`config.mk`:
```
export PLATFORM = sky130hd
export DESIGN_NAME = keyed_count_table_top
export DESIGN_NICKNAME = d
export VERILOG_FILES = /design/src/rtl/kct_pkg.sv /design/src/rtl/kct_cell.sv /design/src/rtl/keyed_count_table_top.sv
export SDC_FILE = /design/constraint.sdc
export NUM_CORES = 1
export LEC_CHECK = 0
export BUFFER_PORTS_ARGS = -buffer_cell sky130_fd_sc_hd__buf_2
export CAP_MARGIN = 10
export CORE_UTILIZATION = 30
export CTS_BUF_LIST = sky130_fd_sc_hd__clkbuf_4 sky130_fd_sc_hd__clkbuf_8 sky130_fd_sc_hd__clkbuf_16
export DETAILED_ROUTE_END_ITERATION = 10
export HOLD_SLACK_MARGIN = 0.02
export PLACE_DENSITY = 0.52
export SLEW_MARGIN = 20
export SYNTH_ARGS = -nofsm -noshare
export SYNTH_HDL_FRONTEND = slang
export SYNTH_SLANG_ARGS = --single-unit
```
`constraint.sdc`:
```
create_clock -name clk -period 6.1 [get_ports clk]
set_clock_uncertainty 0.05 [all_clocks]
set_input_delay 0.305 -clock clk [delete_from_list [all_inputs] [get_ports clk]]
set_output_delay 0.305 -clock clk [all_outputs]
set_load 0.05 [all_outputs]
```
`src/rtl/kct_pkg.sv`:
```
`default_nettype none
package kct_pkg;

	localparam int KCT_ENTRIES    = 16;
	localparam int KCT_KEY_BITS   = 8;
	localparam int KCT_COUNT_BITS = 16;

	typedef enum logic [1:0] {
		REQ_ADD     = 2'd0,
		REQ_CONSUME = 2'd1,
		REQ_QUERY   = 2'd2,
		REQ_CLEAR   = 2'd3
	} req_t;

	typedef enum logic [2:0] {
		STS_DONE     = 3'd0,
		STS_INVALID  = 3'd1,
		STS_FULL     = 3'd2,
		STS_SHORT    = 3'd3,
		STS_OVERFLOW = 3'd4
	} status_t;

	typedef enum logic [1:0] {
		CK_NONE  = 2'd0,
		CK_SET   = 2'd1,
		CK_CLAIM = 2'd2,
		CK_CLEAR = 2'd3
	} commit_t;

	typedef enum logic [1:0] {
		S_IDLE   = 2'd0,
		S_SEARCH = 2'd1,
		S_COMMIT = 2'd2,
		S_RESULT = 2'd3
	} fsm_t;

	// token control that walks the cell chain
	// claimed: search pass = free cell seen, commit pass = free cell taken
	typedef struct packed {
		logic    vld;
		logic    commit;
		commit_t kind;
		logic    found;
		logic    claimed;
	} tok_ctl_t;

endpackage
`default_nettype wire

```
`src/rtl/kct_cell.sv`:
```
`default_nettype none
module kct_cell import kct_pkg::*; #(
	parameter int KEY_BITS   = KCT_KEY_BITS,
	parameter int COUNT_BITS = KCT_COUNT_BITS
) (
	input  wire logic                  clk,
	input  wire logic                  arst_n,
	input  wire tok_ctl_t              prev_ctl,
	input  wire logic [KEY_BITS-1:0]   prev_key,
	input  wire logic [COUNT_BITS-1:0] prev_cnt,
	output tok_ctl_t                   next_ctl,
	output logic [KEY_BITS-1:0]        next_key,
	output logic [COUNT_BITS-1:0]      next_cnt
);

	logic                  valid_q;
	logic [KEY_BITS-1:0]   key_q;
	logic [COUNT_BITS-1:0] cnt_q;
	tok_ctl_t              ctl_q;
	logic [KEY_BITS-1:0]   tkey_q;
	logic [COUNT_BITS-1:0] tcnt_q;

	logic                  match;
	logic                  take;
	logic                  set;
	logic                  clr;
	logic                  valid_d;
	tok_ctl_t              ctl_d;
	logic [COUNT_BITS-1:0] cnt_d;

	always_comb begin
		match = valid_q && (key_q == prev_key) && (prev_key != '0);
		take  = prev_ctl.vld && prev_ctl.commit && (prev_ctl.kind == CK_CLAIM)
			&& !prev_ctl.claimed && !valid_q;
		set   = prev_ctl.vld && prev_ctl.commit && (prev_ctl.kind == CK_SET) && match;
		clr   = prev_ctl.vld && prev_ctl.commit && (prev_ctl.kind == CK_CLEAR);

		ctl_d = prev_ctl;
		if (!prev_ctl.commit) begin
			ctl_d.found   = prev_ctl.found | match;
			ctl_d.claimed = prev_ctl.claimed | !valid_q;
		end else if (take) begin
			ctl_d.claimed = 1'b1;
		end
		cnt_d = (!prev_ctl.commit && match) ? cnt_q : prev_cnt;

		priority if (clr) begin
			valid_d = 1'b0;
		end else if (take) begin
			valid_d = 1'b1;
		end else if (set && (prev_cnt == '0)) begin
			valid_d = 1'b0;
		end else begin
			valid_d = valid_q;
		end
	end

	always_ff @(posedge clk or negedge arst_n) begin
		if (!arst_n) begin
			valid_q <= 1'b0;
			ctl_q   <= '0;
		end else begin
			valid_q <= valid_d;
			ctl_q   <= ctl_d;
		end
	end

	always_ff @(posedge clk) begin
		if (take) begin
			key_q <= prev_key;
		end
		if (take || set) begin
			cnt_q <= prev_cnt;
		end
		tkey_q <= prev_key;
		tcnt_q <= cnt_d;
	end

	assign next_ctl = ctl_q;
	assign next_key = tkey_q;
	assign next_cnt = tcnt_q;

endmodule
`default_nettype wire

```
`src/rtl/keyed_count_table_top.sv`:
```
// Channel  | Handshake             | Payload
// request  | in_valid / in_ready   | req_type, item_key, amount
// result   | out_valid / out_ready | status, enough, held_count
//
// One item at a time; from accept to result a search token and then a commit
// token each walk the cell chain before the result state loads the output.
// A waiting result sits in the output register while the next item is taken.
// Reset empties the table at once; no clearing pass.
// Output stalls hold the block in the result state until the register frees.
`default_nettype none
module keyed_count_table_top import kct_pkg::*; #(
	parameter int ENTRIES    = KCT_ENTRIES,
	parameter int KEY_BITS   = KCT_KEY_BITS,
	parameter int COUNT_BITS = KCT_COUNT_BITS
) (
	input  wire logic        clk,
	input  wire logic        arst_n,
	input  wire logic        in_valid,
	output logic             in_ready,
	input  wire logic [1:0]  req_type,
	input  wire logic [7:0]  item_key,
	input  wire logic [15:0] amount,
	output logic             out_valid,
	input  wire logic        out_ready,
	output logic [2:0]       status,
	output logic             enough,
	output logic [15:0]      held_count
);

	localparam int W = ((COUNT_BITS > 16) ? COUNT_BITS : 16) + 1;

	tok_ctl_t              ctl_c [0:ENTRIES];
	logic [KEY_BITS-1:0]   key_c [0:ENTRIES];
	logic [COUNT_BITS-1:0] cnt_c [0:ENTRIES];

	fsm_t                  state_q;
	fsm_t                  state_d;
	tok_ctl_t              inj_ctl_q;
	logic [KEY_BITS-1:0]   inj_key_q;
	logic [COUNT_BITS-1:0] inj_cnt_q;

	req_t                  op_q;
	logic [KEY_BITS-1:0]   key_q;
	logic [15:0]           amt_q;
	status_t               res_status_q;
	logic                  res_enough_q;
	logic [15:0]           res_held_q;

	logic                  out_vld_q;
	status_t               out_status_q;
	logic                  out_enough_q;
	logic [15:0]           out_held_q;

	logic                  accept;
	logic                  search_done;
	logic                  commit_done;
	logic                  load_out;

	logic                  trivial;
	logic [W-1:0]          held_w;
	logic [W-1:0]          amt_w;
	logic [W-1:0]          sum_w;
	logic [W-1:0]          res_w;
	logic                  covers;
	status_t               dec_status;
	commit_t               dec_kind;
	logic                  dec_enough;

	assign ctl_c[0] = inj_ctl_q;
	assign key_c[0] = inj_key_q;
	assign cnt_c[0] = inj_cnt_q;

	for (genvar i = 0; i < ENTRIES; i++) begin : g_cell
		kct_cell #(
			.KEY_BITS   (KEY_BITS),
			.COUNT_BITS (COUNT_BITS)
		) u_cell (
			.clk      (clk),
			.arst_n   (arst_n),
			.prev_ctl (ctl_c[i]),
			.prev_key (key_c[i]),
			.prev_cnt (cnt_c[i]),
			.next_ctl (ctl_c[i+1]),
			.next_key (key_c[i+1]),
			.next_cnt (cnt_c[i+1])
		);
	end

	assign search_done = ctl_c[ENTRIES].vld && !ctl_c[ENTRIES].commit;
	assign commit_done = ctl_c[ENTRIES].vld && ctl_c[ENTRIES].commit;

	// decision at the chain end of the search pass
	always_comb begin
		trivial    = (key_q == '0) || (amt_q == '0);
		held_w     = W'(cnt_c[ENTRIES]);
		amt_w      = W'(amt_q);
		sum_w      = held_w + amt_w;
		covers     = held_w >= amt_w;
		res_w      = held_w;
		dec_status = STS_DONE;
		dec_kind   = CK_NONE;
		unique case (op_q)
			REQ_ADD: begin
				if (trivial) begin
					dec_status = STS_INVALID;
				end else if (ctl_c[ENTRIES].found) begin
					if (sum_w[W-1:COUNT_BITS] != '0) begin
						dec_status = STS_OVERFLOW;
					end else begin
						res_w    = sum_w;
						dec_kind = CK_SET;
					end
				end else if (!ctl_c[ENTRIES].claimed) begin
					dec_status = STS_FULL;
				end else if (amt_w[W-1:COUNT_BITS] != '0) begin
					dec_status = STS_OVERFLOW;
				end else begin
					res_w    = amt_w;
					dec_kind = CK_CLAIM;
				end
				dec_enough = trivial || (res_w >= amt_w);
			end
			REQ_CONSUME: begin
				if (trivial) begin
					dec_enough = 1'b1;
				end else if (!covers) begin
					dec_status = STS_SHORT;
					dec_enough = 1'b0;
				end else begin
					dec_enough = 1'b1;
					res_w      = held_w - amt_w;
					dec_kind   = CK_SET;
				end
			end
			REQ_QUERY: begin
				dec_enough = trivial || covers;
			end
			REQ_CLEAR: begin
				res_w      = '0;
				dec_kind   = CK_CLEAR;
				dec_enough = trivial;
			end
			default: begin
				dec_enough = 1'b0;
			end
		endcase
	end

	always_comb begin
		state_d = state_q;
		unique case (state_q)
			S_IDLE:   if (accept) state_d = S_SEARCH;
			S_SEARCH: if (search_done) state_d = S_COMMIT;
			S_COMMIT: if (commit_done) state_d = S_RESULT;
			S_RESULT: if (load_out) state_d = S_IDLE;
			default:  state_d = S_IDLE;
		endcase
	end

	always_comb begin
		in_ready = (state_q == S_IDLE);
		accept   = in_valid && in_ready;
		load_out = (state_q == S_RESULT) && (!out_vld_q || out_ready);
	end

	always_ff @(posedge clk or negedge arst_n) begin
		if (!arst_n) begin
			state_q   <= S_IDLE;
			inj_ctl_q <= '0;
			out_vld_q <= 1'b0;
		end else begin
			state_q <= state_d;
			if (accept) begin
				inj_ctl_q <= '{vld: 1'b1, commit: 1'b0, kind: CK_NONE,
					found: 1'b0, claimed: 1'b0};
			end else if ((state_q == S_SEARCH) && search_done) begin
				inj_ctl_q <= '{vld: 1'b1, commit: 1'b1, kind: dec_kind,
					found: 1'b0, claimed: 1'b0};
			end else begin
				inj_ctl_q <= '0;
			end
			if (load_out) begin
				out_vld_q <= 1'b1;
			end else if (out_ready) begin
				out_vld_q <= 1'b0;
			end
		end
	end

	always_ff @(posedge clk) begin
		if (accept) begin
			op_q      <= req_t'(req_type);
			key_q     <= KEY_BITS'(item_key);
			amt_q     <= amount;
			inj_key_q <= KEY_BITS'(item_key);
			inj_cnt_q <= '0;
		end else if ((state_q == S_SEARCH) && search_done) begin
			inj_cnt_q    <= res_w[COUNT_BITS-1:0];
			res_status_q <= dec_status;
			res_enough_q <= dec_enough;
			res_held_q   <= res_w[15:0];
		end
		if (load_out) begin
			out_status_q <= res_status_q;
			out_enough_q <= res_enough_q;
			out_held_q   <= res_held_q;
		end
	end

	assign out_valid  = out_vld_q;
	assign status     = out_status_q;
	assign enough     = out_enough_q;
	assign held_count = out_held_q;

endmodule
`default_nettype wire

```
==> results of run 1 <==
==> worst register-to-register path: cells and delay by family (launching register included) <==
family / cells / cell delay (ns)
flops: 1 / 0.47
fa+ha+maj: 2 / 0.76
compound gates: 12 / 3.58
buf+inv: 2 / 0.21
==> layout make-up <==
class | count | area (µm²) | share of cell area
multi-input cells | 1221 | 9340 | 0.233
clock inverters | 29 | 270 | 0.00674
inverters | 81 | 304 | 0.00758
repair buffers | 111 | 785 | 0.0196
clock buffers | 157 | 3250 | 0.0809
flip-flops and latches | 959 | 24300 | 0.606
well taps | 1500 | 1880 | 0.0468
==> where the power goes <==
part           total, mW  internal [mW]  switching [mW]
Sequential          8.99           8.00           0.987
Combinational       2.90           1.27            1.63
Clock               6.22           3.72            2.50
==> registers in the layout, indices dropped and copies added, names as in the netlist, 3 cells and up <==
name,cells
amt_q,16
ctl_c,4
g_cell.u_cell.cnt_q,256
g_cell.u_cell.key_q,128
g_cell.u_cell.next_cnt,256
g_cell.u_cell.next_ctl,94
g_cell.u_cell.next_key,120
g_cell.u_cell.valid_q,16
held_count,16
inj_cnt_q,16
key_q,8
res_held_q,16
res_status_q,3
status,3
==> kinds of logic after synthesis <==
family,Yosys count,synth area share
buffers and inverters,127,0.0156
AO/OA/AOI/OAI,279,0.0548
XOR/XNOR,132,0.0339
AND/OR/NAND/NOR,492,0.0775
adder cells (fa/ha/maj),54,0.0202
multiplexers,264,0.0868
flip-flops,959,0.711
==> final timing paths <==
check                                                               to
worst max-delay path                            res_enough_q$_DFFE_PP_
worst min-delay path                             out_valid$_DFFE_PN0P_
worst max register to register                  res_enough_q$_DFFE_PP_
worst min register to register   g_cell[10].u_cell.next_key[1]$_DFF_P_
max in group asynchronous       g_cell[9].u_cell.next_ctl[4]$_DFF_PN0_
min in group clk                                    key_q[7]$_DFFE_PP_
==> metal layers <==
| layer | vias up | global-route usage |
|---|---|---|
| met5 | - | 0 |
| met4 | 0 | 0.0479 |
| met3 | 139 | 0.0239 |
| met2 | 369 | 0.205 |
| met1 | 9335 | 0.174 |
| li1 | 8915 | - |
==> placed cells by master, fill, tap and decap left out, types with 31 or more instances in the layout <==
cell,synthesis,routed
nor2_1,87,87
buf_4,3,31
nor4_1,105,105
a21oi_1,70,70
o21ai_0,77,77
nand4_1,35,35
edfxtp_1,450,450
mux2_2,256,256
dfrtp_1,117,117
clkbuf_16,0,108
nand3_1,38,38
inv_1,79,79
xnor2_1,79,79
nand2_1,80,80
ha_1,52,52
dfxtp_1,392,392
buf_2,6,50
xor2_1,53,53
or4_1,32,32
==> through the flow <==
stage / utilization / hold slack [ns] / cells
final: 0.356 / 0.176 / 4058
after floorplan: - / -0.0406 / 2307
after CTS: 0.356 / 0.124 / 4058
after global placement: 0.322 / 0.305 / 3843
after detailed placement: 0.322 / 0.323 / 3843
after global routing: 0.356 / 0.190 / 4058
==> reports/results.ini, run 1 <==
[clock_network]
cts_root_buffer=clkbuf_16
cts_tree=yes
cts_setup_buffers=0
path_clk_slew_ns=0.07
ctsHoldBuffers=29
cts_sinks=959
cts_resized=0
clockBufferDepth=3
insertion_delay_ns=0.68
htree_levels=3
numCtsBuffers=98

[floorplan]
fp.dieH_um=339
io_pins=52
die_w_um=339
initial_core_util=0.303
fp-row-count=123
coreArea_um2=113000
die_area_um2=115000

[finish]
area_delta_synth_final_pct=17.4
nNetsFinal=2556
layout-drive-gt1-share=0.219
fill_cells=10800
n_antenna_cell=0
finalInstanceArea_um2=40100

[placement]
dp_hpwl_um=52900
portBuffers=51
pre_cts_ws_ns=0.757
place_congestion=0.850
placed_cell_area_um2=36300

[logic_synthesis]
ys_seq_elements=959
yosysSeqAreaShare=0.711
syn_inst=2307
syn_area_um2=34100
ys_types=78
netlist_top_cells_area=edfxtp_1 (40%), dfxtp_1 (23%), dfrtp_1 (8.6%)
synth_commonest_cells=edfxtp_1 (450), dfxtp_1 (392), mux2_2 (256)
synth_area_per_cell_um2=14.8
synth_top_area_cell=edfxtp_1
yosys_warnings=0
async_flop_share=0.122
synth_ff_type=edfxtp_1
synth_top_area_frac=0.396
syn_nets=2391
synth.most_common_cell=edfxtp_1
synth-edff-count=450

[global_routing]
grtUsageTotal=0.129
grt_max_degree=62
antenna_found_initial=9
grt_pass1_wl_um=117000
first_global_vias=19800
gr-total-overflow=0

[route]
post_drt_wl_per_cell_um=18.3
drtIter0Drc=1111
wl_met3_um=2750
wl_met1_um=34600
via_per_inst=4.62
highest_layer=met4
vias=18800
drtAntennaViolNets=0
met2_length_um=34300
first_pass_iters=5
wl_um=74200
post-route-drc-count=0

[timing]
hold_viol=0
period_minus_slack_ns=5.34
finalSetupTns_ns=0
fmax_ghz=0.187
maxSlewViolCount=0
worstMarginPinSlew_ns=1.09
finalSetupViolCount=0
max_slew_margin=0.263
fin_crit_sh=0.875
worst_slack_ns=0.764
grt_setup_unrepaired=no

[worst_setup_path]
worstSetupStartpoint=amt_q[9]$_DFFE_PP_
path_buf_inv=2
arrival_ns=5.68
worstPathRequired_ns=6.44
critPathKind=reg2reg
cpPeakStageDelay_ns=0.78
path_max_fanout=9
worstRegToRegCells=16
worstSetupStartpointType=flop
end_kind=flop
rrSetupSlack_ns=0.76
cp_slowest_cell=o31ai_2
cp_num_cells=16
reg2reg_from=amt_q[9]$_DFFE_PP_
critPathTopFamily=compound AO/OA/AOI/OAI gates
worstPathCellList=inv_1 > ha_1 > inv_2 > a21o_1 > a221o_1 > a21o_1 > o31ai_2 > o22a_1 > a21boi_0 > ha_1 > a211o_1 > a2111oi_0 > o211ai_1 > o221ai_1 > a21boi_0 > o221ai_1

[pwr]
power_mw=18.1
pwr_density_cell_nw_per_um2=451
total_leakage_power_nw=15.1
ir_drop_uv=297

[flow_run]
cap_viol_max_count=0

[hold_path]
hp-class=in2async

[run_status]
status=complete, no violations

No activity file was read; power rests on OpenSTA's default activity.
==> run 2: changes to the inputs <==
--- a/config.mk
+++ b/config.mk
@@ -12,2 +12,3 @@
 export DETAILED_ROUTE_END_ITERATION = 10
+export GPL_ROUTABILITY_DRIVEN = 0
 export HOLD_SLACK_MARGIN = 0.02
--- a/constraint.sdc
+++ b/constraint.sdc
@@ -4,2 +4,2 @@
 set_output_delay 0.305 -clock clk [all_outputs]
-set_load 0.05 [all_outputs]
+set_load 0.1 [all_outputs]
==> reports/results.ini, run 2 (same netlist as run 1, synthesis figures left out) <==
[run_status]
status=complete, no violations

[timing]
worst_slack_ns=0.961
hold_viol=0
fin_crit_sh=0.842
worstMarginPinSlew_ns=1.04
grt_setup_unrepaired=no
period_minus_slack_ns=5.14
finalSetupTns_ns=0
max_slew_margin=0.304
maxSlewViolCount=0
fmax_ghz=0.195
finalSetupViolCount=0

[route]
drtIter0Drc=1114
vias=18900
drtAntennaViolNets=0
via_per_inst=4.66
wl_um=70800
post_drt_wl_per_cell_um=17.5
first_pass_iters=5
post-route-drc-count=0

[clock_network]
clockBufferDepth=3
cts_sinks=959
htree_levels=3
cts_setup_buffers=0
numCtsBuffers=97
ctsHoldBuffers=29
cts_tree=yes
cts_root_buffer=clkbuf_16
insertion_delay_ns=0.65
cts_resized=0
path_clk_slew_ns=0.06

[pwr]
ir_drop_uv=287
power_mw=18.1
pwr_density_cell_nw_per_um2=452
total_leakage_power_nw=15.0

[placement]
portBuffers=51
dp_hpwl_um=49500
pre_cts_ws_ns=1.05

[finish]
most-common-layout-cells=edfxtp_1 (450), dfxtp_1 (392), mux2_2 (256), dfrtp_1 (117), nor4_1 (105)
final_common_cell=edfxtp_1
area_delta_synth_final_pct=17.0
layout-drive-gt1-share=0.214
nNetsFinal=2549

[worst_setup_path]
arrival_ns=5.43
path_max_fanout=9
cp_slowest_cell=nor3_2
worstPathCellList=inv_1 > ha_1 > inv_2 > a21o_1 > a221o_1 > a21o_1 > nor3_2 > a21oi_1 > o21a_1 > ha_1 > nand4_1 > nor2_1 > a2111oi_0 > o211ai_1 > o221ai_1 > a21boi_0 > o221ai_1
worstSetupStartpointType=flop
worstPathRequired_ns=6.39
cpPeakStageDelay_ns=0.70
critPathKind=reg2reg
end_kind=flop

[floorplan]
coreArea_um2=113000
fp.dieH_um=339
die_w_um=339
die_area_um2=115000
io_pins=52
fp-row-count=123
initial_core_util=0.303

[global_routing]
antenna_found_initial=4
first_global_vias=19800
grtUsageTotal=0.122
grt_pass1_wl_um=114000
gr-total-overflow=0
grt_max_degree=60

[flow_run]
cap_viol_max_count=0

[hold_path]
hp-class=in2async

-- run 2: cell types whose count changed in the layout (fill, tap and decap cells not counted), sizes merged --
cell and change:
diode +2, buf -6, clkinvlp +3, clkinv +10
bufinv +8, inv -4, clkbuf -20
-- run 2: worst paths after layout --
kind,to,startpoint,cells after the start,slack (ns)
worst max-delay path,res_enough_q$_DFFE_PP_,amt_q[9]$_DFFE_PP_,17,0.96
worst min-delay path,state_q[0]$_DFFE_PN0P_,arst_n,2,0.14
worst max register to register,res_enough_q$_DFFE_PP_,amt_q[9]$_DFFE_PP_,17,0.96
worst min register to register,g_cell[11].u_cell.next_key[1]$_DFF_P_,g_cell[10].u_cell.next_key[1]$_DFF_P_,0,0.33
max in group asynchronous,g_cell[9].u_cell.valid_q$_DFFE_PN0P_,arst_n,3,4.58
min in group clk,key_q[3]$_DFFE_PP_,item_key[3],2,0.33
-- run 2: power breakdown --
| part | internal (mW) | total, mW | switching, mW |
|---|---|---|---|
| combinational | 1.25 | 2.94 | 1.69 |
| clock | 3.68 | 6.14 | 2.46 |
| sequential | 8.00 | 8.99 | 0.985 |
-- run 2: per-stage QoR --
| stage | cell area, µm² | utilization | cells | hold WS [ns] |
|---|---|---|---|---|
| 3_5_place_dp | 36300 | 0.322 | 3837 | 0.278 |
| 5_1_grt | 40000 | 0.355 | 4050 | 0.169 |
| 2_1_floorplan | 34100 | - | 2307 | -0.0406 |
| 4_1_cts | 40000 | 0.355 | 4049 | 0.150 |
| 6_report | 40000 | 0.355 | 4051 | 0.140 |
| 3_3_place_gp | 36200 | 0.322 | 3837 | 0.276 |
-- run 2: critical path: cells and delay by family (launching register included) --
kind | cells | cell delay [ns]
flops | 1 | 0.46
compound gates | 10 | 2.40
fa+ha+maj | 2 | 0.76
simple gates | 3 | 0.94
buf+inv | 2 | 0.20
-- run 2: area by class of cell --
| cell class | count | area (µm²) |
|---|---|---|
| well taps | 1500 | 1880 |
| clock buffers | 137 | 2860 |
| diodes | 2 | 5.00 |
| flip-flops and latches | 959 | 24300 |
| inverters | 81 | 304 |
| repair buffers | 105 | 739 |
| multi-input cells | 1221 | 9330 |
| fillers | 10800 | 72700 |
| clock inverters | 46 | 559 |
-- run 2: per-layer routing --
metal | global-route usage | routed length, µm
met5 | 0 | 13
met4 | 0.0445 | 2210
met3 | 0.0235 | 3300
met2 | 0.194 | 32500
met1 | 0.165 | 32800
==> run 3: changes to the inputs <==
Settings changed: PLACE_DENSITY 0.52 to 0.54.
Clock period 6.1 ns to 4.56 ns, I/O delays scaled along.
==> reports/results.ini, run 3 (same netlist as run 1, synthesis figures left out) <==
[run_status]
status=complete, no violations

[route]
post-route-drc-count=0
post_drt_wl_per_cell_um=17.2
vias=19100
first_pass_iters=5
wl_um=70600
drtIter0Drc=1199
via_per_inst=4.66
drtAntennaViolNets=0

[worst_setup_path]
worstSetupStartpoint=amt_q[1]$_DFFE_PP_
worstRegToRegCells=20
rrSetupSlack_ns=0.14
end_kind=flop
arrival_ns=4.72
worst_r2r_endpoint=res_enough_q$_DFFE_PP_
worstPathRequired_ns=4.85
critPathKind=reg2reg
reg2reg_from=amt_q[1]$_DFFE_PP_
path_max_fanout=4
worstSetupStartpointType=flop

[placement]
pre_cts_ws_ns=-0.0555
placed_cell_area_um2=36700
dp_hpwl_um=50700
portBuffers=51

[flow_run]
cap_viol_max_count=0

[finish]
finish.utilization=0.358
area_delta_synth_final_pct=18.1
nNetsFinal=2606
finalInstanceArea_um2=40300
n_antenna_cell=0
layout-drive-gt1-share=0.237
final_common_cell=edfxtp_1
most-common-layout-cells=edfxtp_1 (450), dfxtp_1 (392), mux2_2 (256), dfrtp_1 (117), nor4_1 (104)

[global_routing]
grtUsageTotal=0.122
gr-total-overflow=0
grt_max_degree=45
antenna_found_initial=2
grt_pass1_wl_um=112000
first_global_vias=19500

[timing]
worst_slack_ns=0.138
fmax_ghz=0.226
finalSetupViolCount=0
max_slew_margin=0.431
fin_crit_sh=0.970
hold_viol=0
worstMarginPinSlew_ns=0.854
finalSetupTns_ns=0
period_minus_slack_ns=4.42
maxSlewViolCount=0

[floorplan]
coreArea_um2=113000
die_area_um2=115000
fp.dieH_um=339
initial_core_util=0.303
io_pins=52
fp-row-count=123
die_w_um=339

[clock_network]
cts_root_buffer=clkbuf_16
numCtsBuffers=94
clockBufferDepth=3
cts_sinks=959
path_clk_slew_ns=0.06
insertion_delay_ns=0.65
cts_tree=yes
htree_levels=3

[hold_path]
hp-class=in2async

[pwr]
ir_drop_uv=285
pwr_density_cell_nw_per_um2=600
power_mw=24.2
total_leakage_power_nw=15.3

## run 3: layout make-up
class	instances	area (µm²)
Clock inverter	36	385
Inverter	81	304
Tap cell	1500	1880
Multi-Input combinational cell	1221	9390
Sequential cell	959	24300
Clock buffer	140	2870
Fill cell	10700	72300
Timing Repair Buffer	165	1210
## run 3: metal layers
metal  track usage  wire length (µm)
met1         0.168             32800
met2         0.189             32100
met3        0.0288              3840
met4        0.0386              1830
met5             0                 0
## run 3: per-stage QoR
stage                     std cells  hold WS, ns
after floorplan                2307       -0.118
after detailed placement       3891       0.0861
after CTS                      4099       0.0445
after global placement         3891       0.0792
after global routing           4102       0.0823
final                          4102       0.0811
## run 3: how the worst max path moves through the flow
stage	to	slack, ns	cells after the start
floorplan	res_enough_q$_DFFE_PP_	0.12	17
global placement	res_enough_q$_DFFE_PP_	0.08	20
detailed placement	res_enough_q$_DFFE_PP_	-0.06	20
CTS	res_enough_q$_DFFE_PP_	0.02	19
global route	res_enough_q$_DFFE_PP_	-0.006	16
finish	res_enough_q$_DFFE_PP_	0.14	20
## run 3: power breakdown
group          switching, mW  total, mW  leakage (nW)  internal (mW)
logic                   2.48       4.36          4.72           1.88
clock network           3.19       7.91          1.64           4.72
registers               1.24       11.9          8.89           10.7
## run 3: worst max-delay path: stages (launching register included)
cell      delay, ns
edfxtp_1       0.44
buf_4          0.18
fa_1           0.46
nand2b_4       0.12
a221oi_4       0.09
a211oi_4       0.33
a211o_2        0.19
nand2_1        0.09
a21oi_2        0.22
o22a_1         0.21
inv_1          0.05
ha_1           0.26
nand2b_1       0.14
a21o_1         0.18
a21o_1         0.17
a21o_1         0.19
a21oi_2        0.19
nor2_1         0.09
o221ai_2       0.16
a21boi_2       0.18
o221ai_1       0.14
## run 3: what timing repair did
item,CTS,global route
endpoints found under the hold margin,146,0
resized for setup,4,13
pin swaps,1,8
setup endpoints to repair,1,1
setup buffers,2,3
hold buffers,30,0
